**src/design/ready_to_send_pin_queue_core_assert.svh**
```systemverilog
// Assertion macros for the ready-to-send pin queue.
// Included by the modules that carry checks; empty under synthesis.
`ifndef READY_TO_SEND_PIN_QUEUE_CORE_ASSERT_SVH
`define READY_TO_SEND_PIN_QUEUE_CORE_ASSERT_SVH
`ifndef SYNTHESIS
`define RTS_ASSERT_IMP(label, clk, rst_n, ante, cons) \
    label: assert property (@(posedge clk) disable iff (!rst_n) (ante) |-> (cons)) \
        else $error("assertion failed");
`define RTS_ASSERT_NXT(label, clk, rst_n, ante, cons) \
    label: assert property (@(posedge clk) disable iff (!rst_n) (ante) |=> (cons)) \
        else $error("assertion failed");
`else
`define RTS_ASSERT_IMP(label, clk, rst_n, ante, cons)
`define RTS_ASSERT_NXT(label, clk, rst_n, ante, cons)
`endif
`endif

```
**src/design/rtspq_pkg.sv**
```systemverilog
// Shared types and constants for the ready-to-send pin queue.
// No dependencies.
package rtspq_pkg;
    localparam int DEF_MAX_DEVICES     = 16;
    localparam int DEF_PINS_PER_DEVICE = 32;
    localparam int DEF_QUEUE_DEPTH     = 64;
    localparam int DEF_MAX_EDGES       = 256;

    localparam logic [2:0] REQ_SET_EDGES   = 3'd0;
    localparam logic [2:0] REQ_SET_OUTPUTS = 3'd1;
    localparam logic [2:0] REQ_READY_MASK  = 3'd2;
    localparam logic [2:0] REQ_SEND_SLOT   = 3'd3;
    localparam logic [2:0] REQ_FLUSH       = 3'd4;

    localparam int IN_W  = 53;
    localparam int IN_WB = 56;
    localparam int OUT_W = 34;
    localparam int OUT_WB = 40;

    typedef struct packed {
        logic start;
        logic clr_step;
        logic mask_rd;
        logic mask_step;
        logic send_rd;
        logic send_tab;
        logic send_wr;
        logic flush_rd;
        logic flush_wr;
        logic finish;
    } t_cmd;

    typedef struct packed {
        logic clr_last;
        logic mask_last;
        logic flush_empty;
        logic [2:0] req;
    } t_stat;
endpackage

```
**src/design/rtspq_ctrl.sv**
```systemverilog
// Controller state machine of the ready-to-send pin queue.
// Depends on rtspq_pkg and the assertion header.
`include "ready_to_send_pin_queue_core_assert.svh"
module rtspq_ctrl (
    input  logic             i_clk,
    input  logic             i_rst_n,
    input  logic             i_in_fire,
    input  logic             i_out_busy,
    input  rtspq_pkg::t_stat i_stat,
    output rtspq_pkg::t_cmd  o_cmd,
    output logic             o_idle
);
    import rtspq_pkg::*;

    typedef enum logic [3:0] {
        S_CLEAR, S_IDLE, S_EXEC, S_MASK_RD, S_MASK_WR, S_SEND_RD, S_SEND_TAB,
        S_SEND_WR, S_DONE, S_FLUSH_RD, S_FLUSH_WR
    } t_state;

    t_state r_state, n_state;

    always_comb begin
        n_state = r_state;
        o_cmd   = '0;
        case (r_state)
            S_CLEAR: begin
                o_cmd.clr_step = 1'b1;
                if (i_stat.clr_last) n_state = S_IDLE;
            end
            S_IDLE: begin
                if (i_in_fire) begin
                    o_cmd.start = 1'b1;
                    n_state = S_EXEC;
                end
            end
            S_EXEC: begin
                case (i_stat.req)
                    REQ_READY_MASK: n_state = S_MASK_RD;
                    REQ_SEND_SLOT:  n_state = i_stat.flush_empty ? S_DONE : S_SEND_RD;
                    REQ_FLUSH:      n_state = S_FLUSH_RD;
                    default: begin
                        if (!i_out_busy) begin
                            o_cmd.finish = 1'b1;
                            n_state = S_IDLE;
                        end
                    end
                endcase
            end
            S_MASK_RD: begin
                if (i_stat.mask_last) begin
                    if (!i_out_busy) begin
                        o_cmd.finish = 1'b1;
                        n_state = S_IDLE;
                    end
                end else begin
                    o_cmd.mask_rd = 1'b1;
                    n_state = S_MASK_WR;
                end
            end
            S_MASK_WR: begin
                o_cmd.mask_step = 1'b1;
                n_state = S_MASK_RD;
            end
            S_SEND_RD: begin
                o_cmd.send_rd = 1'b1;
                n_state = S_SEND_TAB;
            end
            S_SEND_TAB: begin
                o_cmd.send_tab = 1'b1;
                n_state = S_SEND_WR;
            end
            S_SEND_WR: begin
                o_cmd.send_wr = 1'b1;
                n_state = S_DONE;
            end
            S_DONE: begin
                if (!i_out_busy) begin
                    o_cmd.finish = 1'b1;
                    n_state = S_IDLE;
                end
            end
            S_FLUSH_RD: begin
                if (i_stat.flush_empty) begin
                    if (!i_out_busy) begin
                        o_cmd.finish = 1'b1;
                        n_state = S_IDLE;
                    end
                end else begin
                    o_cmd.flush_rd = 1'b1;
                    n_state = S_FLUSH_WR;
                end
            end
            S_FLUSH_WR: begin
                o_cmd.flush_wr = 1'b1;
                n_state = S_FLUSH_RD;
            end
            default: n_state = S_IDLE;
        endcase
    end

    always_ff @(posedge i_clk) begin
        if (!i_rst_n) r_state <= S_CLEAR;
        else          r_state <= n_state;
    end

    assign o_idle = (r_state == S_IDLE);

    `RTS_ASSERT_IMP(a_start_idle, i_clk, i_rst_n, o_cmd.start, r_state == S_IDLE)
    `RTS_ASSERT_NXT(a_flush_back, i_clk, i_rst_n, o_cmd.flush_wr, r_state == S_FLUSH_RD)
    `RTS_ASSERT_IMP(a_finish_free, i_clk, i_rst_n, o_cmd.finish, !i_out_busy)
endmodule

```
**config.mk**
```make
export PLATFORM = sky130hd
export DESIGN_NAME = rtspq_ctrl
export DESIGN_NICKNAME = d
export VERILOG_FILES = /design/src/design/rtspq_pkg.sv /design/src/design/rtspq_ctrl.sv
export VERILOG_INCLUDE_DIRS = /design/src /design/src/design
export SDC_FILE = /design/constraint.sdc
export NUM_CORES = 1
export LEC_CHECK = 0
export ABC_CLOCK_PERIOD_IN_PS = 1150
export BUFFER_PORTS_ARGS = -buffer_cell sky130_fd_sc_hd__buf_2
export CAP_MARGIN = 20
export CORE_AREA = 2 2 39 41
export DETAILED_ROUTE_END_ITERATION = 8
export DIE_AREA = 0 0 41 43
export GPL_ROUTABILITY_DRIVEN = 0
export PLACE_DENSITY = 0.71
export SLEW_MARGIN = 20
export SYNTH_ARGS = -nofsm -noshare
export SYNTH_HDL_FRONTEND = slang
export SYNTH_SLANG_ARGS = --single-unit
```
**constraint.sdc**
```tcl
create_clock -name i_clk -period 1.15 [get_ports i_clk]
set_input_delay 0.0575 -clock i_clk [delete_from_list [all_inputs] [get_ports i_clk]]
set_output_delay 0.0575 -clock i_clk [all_outputs]
set_load 0.02 [all_outputs]
```
==> results by group, run 1 <==
Worst setup path
  • Critical path's slowest cell: or4_1
  • Critical path type: reg -> reg
  • CP cell instances: nor2b_4 > buf_4 > nor2_1 > or4_1 > a31oi_1
  • CP required: 1300 ps
  • Crit-path max cell delay: around 450 ps
  • Crit Path Max Fanout: 5
  • Reg2reg setup slack: -330 ps
  • Crit end category: flop
  • Worst reg2reg startpoint: r_state[0]$_SDFFE_PN0P_
  • CP top delay family: simple AND/OR/NAND/NOR gates
  • R2r worst-path depth: 5
  • Crit path buf inv count: 1
  • WP data arrival: 1630 ps
  • Worst r2r dst: r_state[3]$_SDFFE_PN0P_
  • CP startpoint kind: flop

Global route
  • First-pass GRT wire length: 3120 um
  • GRT Total Usage: 0.260
  • Vias in the first global route: 709
  • Largest net degree at the start of global routing: 10
  • Initial antenna violation count: 0
  • GR Overflow Total: 0

Layout
  • Max reg flops: 4
  • Total Nets Final: 128
  • Antenna fix cells: 0
  • Biggest register: r_state
  • Largest regs: r_state (4)
  • Layout area overhead: 115%
  • Layout cells sized above 1: 0.672
  • Layout Utilization: 0.771

STA
  • Setup ws final: -332 ps
  • Final period utilization: 1.29
  • Min Clock Period, post-route: roughly 1500 ps
  • FMAX: approximately 670 MHz
  • Max_slew headroom: 0.809
  • Final Hold Fails: 0
  • Worst-margin pin slew: 286 ps
  • Slew Limit Fails: 0
  • Clock skew: 6.52 ps
  • Final setup vio count: 15
  • RSZ-0062 raised after global routing: yes

Worst hold path
  • Cells on Worst Hold Path: 3
  • Hold crit path type: in -> reg
  • WHS Endpoint: r_state[0]$_SDFFE_PN0P_
  • Worst hold start: i_stat[5]

Clock network
  • Worst-skew pair later-pin latency: ~240 ps
  • Clk sinks: 4
  • Worst-path clk slew: about 40 ps
  • CTS tree: built
  • Clock Path Buffers: 2
  • Root Driver: clkbuf_4
  • Number of buffers created by CTS: 3
  • CTS H-Tree Depth: 1

Detailed routing
  • DRC: 0
  • WL final: 2120 um
  • DR vias: roughly 760
  • DR iter-0 viols: 24
  • First-pass detailed-route iteration total: 4
  • Via/cell ratio: 5.78
  • Wire per inst: 16.1 um
  • Post-route ant nets: 0

Place
  • DP Wirelength: 1350 um
  • IO Port Bufs: 20
  • Dpl ws: -242 ps

Floorplanning
  • Die Footprint: 0.00176 mm^2
  • Cell Rows: 14
  • DIE HEIGHT: 43 um
  • Die width: ~41 um
  • Top-Level Pins: 21
  • Initial Util: 0.358
  • Core area: 0.00138 mm^2

Yosys
  • Mapped Area: 495 um^2
  • Synth Area per Inst: between 6 and 7 um^2
  • Register area share after synthesis: 0.162
  • Warnings from Yosys: 0
  • Synth Register Bits: 4
  • Mapped Cells: 74
  • Post-Syn Nets: between 80 and 90
  • Synth unique cells: 33

Outcome
  • Status: complete, but fails checks
  • Failing checks: setup timing

Run
  • Number of max-cap violations: 0

Power and ir drop
  • Peak supply drop: about 410 uV
  • Static Leak: 0.455 nW
  • PnR Total Power: 610 uW
  • Power per cell area: 572 mW/mm^2
cell type report:
class / count / area, um^2
repair buffers: 45 / 379
flip-flops and latches: 4 / 90.1
well taps: 16 / 20.0
clock buffers: 3 / 22.5
multi-input cells: 59 / 537
inverters: 5 / 18.8
fillers: 99 / 317
cell usage after synthesis (all sizes together):
cell type	instances	area, um^2
xor2	1	8.76
nand2	6	22.5
o32ai	3	26.3
nand3	2	10.0
nand2b	6	45.0
a22oi	1	7.51
nand3b	2	15.0
and3	3	18.8
a32oi	1	8.76
or4b	1	10.0
nor4	2	12.5
o21ai	3	15.0
a221oi	1	8.76
buf	5	25.0
a31oi	2	12.5
o211ai	1	7.51
dfxtp	4	80.1
clkinv	1	3.75
nor2b	3	28.8
nor2	7	26.3
clkbuf	1	3.75
nor3b	1	7.51
a21o	2	15.0
nor3	4	20.0
o21a	1	7.51
a21oi	4	20.0
and2	1	6.26
or4	1	7.51
inv	4	15.0
tightest hold or removal path, stage by stage:
cell and delay (ps):
buf_2 90, inv_1 40, a221oi_1 70
timing repair:
item	in CTS	in global routing
gates resized for setup	43	17
buffers inserted	4	4
setup endpoints to repair	15	15
hold buffers	0	0
pin swaps	14	11
kinds of logic (layout without fill, tap and decap cells):
kind of cell,Yosys count,count (layout),share of synthesized area
DFF,4,4,0.162
xor gates and xnor gates,1,1,0.0177
buffers and inverters,11,53,0.0959
and+or+nand+nor,39,39,0.465
AOI/OAI and AO/OA,19,19,0.260
cell usage in the layout (no fill, tap or decap), types with 2 or more instances in the layout:
master,count
a21o_1,2
a21oi_2,2
a31oi_1,2
and3_1,2
buf_2,9
buf_4,20
buf_6,15
clkbuf_4,3
dfxtp_2,2
dfxtp_4,2
inv_1,4
nand2_1,5
nand2b_1,2
nand2b_4,4
nand3_1,2
nand3b_1,2
nor2_2,3
nor2_4,3
nor2b_4,2
nor3_2,2
nor4_4,2
o21ai_1,2
routing by layer:
layer  track usage  vias to the layer above  share of wire
met1         0.300                      357           0.38
met2         0.428                       43           0.54
met3        0.0366                        8          0.051
li1              -                      355              -
met4         0.140                        0          0.030
met5             0                        -              0
through the flow:
stage	hold WS [ps]	instance area [um^2]	TNS [ps]	std cells
after floorplan	142	567	-116	74
after global placement	310	779	-595	123
after detailed placement	320	779	-914	123
after CTS	68.9	998	-2690	130
after global routing	71.8	1070	-3740	132
final	69.1	1070	-3080	132
how the worst max path moves through the flow:
stage                                   end  depth (start not counted)               startpoint
floorplan           r_state[0]$_SDFFE_PN0P_                          3  r_state[0]$_SDFFE_PN0P_
CTS                                o_cmd[0]                          5  r_state[0]$_SDFFE_PN0P_
finish              r_state[3]$_SDFFE_PN0P_                          5  r_state[0]$_SDFFE_PN0P_
global route                       o_cmd[0]                          5  r_state[3]$_SDFFE_PN0P_
detailed placement                 o_cmd[0]                          5  r_state[0]$_SDFFE_PN0P_
global placement                   o_cmd[0]                          5  r_state[0]$_SDFFE_PN0P_
report_power, final:
| group | internal [mW] | switching [mW] |
|---|---|---|
| logic | 0.146 | 0.132 |
| registers | 0.143 | 0.00854 |
| clock network | 0.117 | 0.0643 |
| total | 0.406 | 0.205 |
Note: power is estimated with default switching activity, not from simulation.
==> inputs of run 2 (changes only) <==
--- a/config.mk
+++ b/config.mk
@@ -6,7 +6,7 @@
 export SDC_FILE = /design/constraint.sdc
 export NUM_CORES = 1
 export LEC_CHECK = 0
-export ABC_CLOCK_PERIOD_IN_PS = 1150
+export ABC_CLOCK_PERIOD_IN_PS = 1240
 export BUFFER_PORTS_ARGS = -buffer_cell sky130_fd_sc_hd__buf_2
 export CAP_MARGIN = 20
 export CORE_AREA = 2 2 39 41
==> constraint.sdc (replaced) <==
create_clock -name i_clk -period 1.24 [get_ports i_clk]
set_input_delay 0.062 -clock i_clk [delete_from_list [all_inputs] [get_ports i_clk]]
set_output_delay 0.062 -clock i_clk [all_outputs]
set_load 0.02 [all_outputs]
==> results by group, run 2 (same netlist as run 1, synthesis figures left out) <==
Floorplanning
  • Die width: a little over 40 um
  • Core area: 0.00138 mm^2
  • Cell Rows: 14
  • DIE HEIGHT: 43 um
  • Initial Util: 0.358
  • Die Footprint: ~0.0018 mm^2
  • Top-Level Pins: 21

Clock network
  • Worst-skew pair later-pin latency: 240 ps
  • Root Driver: clkbuf_4
  • CTS tree: built
  • Number of buffers created by CTS: 3
  • Clock Path Buffers: 2
  • Worst-path clk slew: 40 ps
  • Clk sinks: 4
  • CTS H-Tree Depth: 1

Outcome
  • Failing checks: setup timing
  • Status: complete, but fails checks

Layout
  • Most common cell after layout, fill and taps aside: buf_6
  • Layout area overhead: 110%
  • Most frequent cells in the layout: buf_6, buf_4, buf_2, nand2_1
  • Max reg flops: 4
  • Layout cells sized above 1: 0.617
  • Biggest register: r_state
  • Largest regs: r_state (4)
  • Total Nets Final: roughly 130
  • FILL cells: between 80 and 90
  • Antenna fix cells: 0

Worst setup path
  • CP required: 1350 ps
  • CP startpoint kind: flop
  • Crit end category: flop
  • Critical path's slowest cell: a221oi_1
  • Top cell by count, worst path: buf_6
  • CP cell instances: buf_6 > buf_6 > a21oi_2 > nor2b_1 > o21ai_0 > a221oi_1
  • WP data arrival: about 1600 ps
  • CP top delay family: compound AO/OA/AOI/OAI gates
  • Crit-path max cell delay: 360 ps
  • Crit Path Max Fanout: 3
  • Critical path type: reg -> reg
  • Crit path buf inv count: 2

Detailed routing
  • Via/cell ratio: a little under 6
  • Wire per inst: 17.4 um
  • DRC: 0
  • First-pass detailed-route iteration total: 4
  • DR iter-0 viols: 38
  • DR vias: slightly below 800
  • Post-route ant nets: 0
  • WL final: between 2000 and 2500 um

Global route
  • GR Overflow Total: 0
  • Vias in the first global route: 662
  • Largest net degree at the start of global routing: 13
  • GRT Total Usage: 0.216
  • First-pass GRT wire length: 2640 um
  • Initial antenna violation count: 0

STA
  • Final setup vio count: 10
  • Total negative slack: -1400 ps
  • Slew Limit Fails: 0
  • Worst-margin pin slew: ~330 ps
  • RSZ-0062 raised after global routing: yes
  • Final period utilization: 1.21
  • FMAX: 665 MHz
  • Max_slew headroom: 0.782
  • Final Hold Fails: 0
  • Setup ws final: -264 ps
  • Min Clock Period, post-route: 1500 ps
  • Final hold slack: 109 ps
  • Clock skew: 3.43 ps

Power and ir drop
  • Combinational power share: 0.436
  • Psw: between 150 and 200 uW
  • Power per cell area: ~530 mW/mm^2
  • Sw frac: 0.340
  • Internal power: between 300 and 400 uW
  • Clk network pwr share: 0.306
  • Peak supply drop: 469 uV
  • Sequential power share: 0.258
  • Static Leak: 0.453 nW

Run
  • Number of max-cap violations: 0

Place
  • IO Port Bufs: 20
  • DP Wirelength: 1260 um
  • Dpl ws: -93.9 ps

Worst hold path
  • Hold crit path type: in -> reg
-- run 2: changes by cell type in the layout (fill, tap and decap cells not counted), moves of 2 or more --
cell | before | now
buf_4 | 20 | 17
buf_6 | 15 | 18
nor2_1 | 1 | 4
nor2_2 | 3 | 0
nor3_2 | 2 | 0
o21ai_1 | 2 | 0
-- run 2: worst register-to-register path: stages (launching register included) --
cell and delay [ps]:
dfxtp_2 330, buf_6 130, buf_6 120, a21oi_2 130
nor2b_1 170, o21ai_0 140, a221oi_1 360
-- run 2: area by class of cell --
class                      count  area, um^2  share of cell area
sequential                     4        86.3              0.0829
tap                           16        20.0              0.0192
timing repair buffer          44         375               0.361
inverter                       5        18.8              0.0180
multi-input combinational     59         518               0.498
clock buffer                   3        22.5              0.0216
-- run 2: per-layer routing --
layer | vias to the layer above | global-route usage | routed length [um]
met3 | 14 | 0.0262 | 135
met4 | 0 | 0.0933 | 104
met1 | 371 | 0.244 | 813
met5 | - | 0 | 0
met2 | 44 | 0.375 | 1230
li1 | 351 | - | -
-- run 2: repair_timing --
action / 4_1_cts / 5_1_grt
endpoints found under the hold margin: 0 / 0
resized for setup: 28 / 25
pin swaps: 10 / 7
hold buffers: 0 / 0
buffers inserted: 5 / 2
setup endpoints to repair: 13 / 14
-- run 2: power by group through the flow --
stage	logic, mW	clock network, mW	registers [mW]
floorplan	0.0943	0	0.140
global placement	0.163	0	0.140
CTS	0.200	0.162	0.138
finish	0.239	0.168	0.141
global route	0.251	0.177	0.140
detailed placement	0.165	0	0.140
-- run 2: per-stage QoR --
stage                util  cells  area, um^2  power, mW
finish              0.752    131        1040      0.548
global route        0.752    131        1040      0.569
CTS                 0.674    130         932      0.500
detailed placement  0.555    122         768      0.305
global placement    0.555    122         768      0.303
floorplan               -     74         542      0.234
-- run 2: path summary, 6_finish.rpt --
| path | startpoint | end | slack [ps] | cells after the start |
|---|---|---|---|---|
| setup / recovery | r_state[3]$_SDFFE_PN0P_ | r_state[0]$_SDFFE_PN0P_ | -260 | 6 |
| hold / removal | i_stat[5] | r_state[0]$_SDFFE_PN0P_ | 110 | 3 |
| setup reg to reg | r_state[3]$_SDFFE_PN0P_ | r_state[0]$_SDFFE_PN0P_ | -260 | 6 |
| hold reg to reg | r_state[1]$_SDFFE_PN0P_ | r_state[3]$_SDFFE_PN0P_ | 620 | 2 |
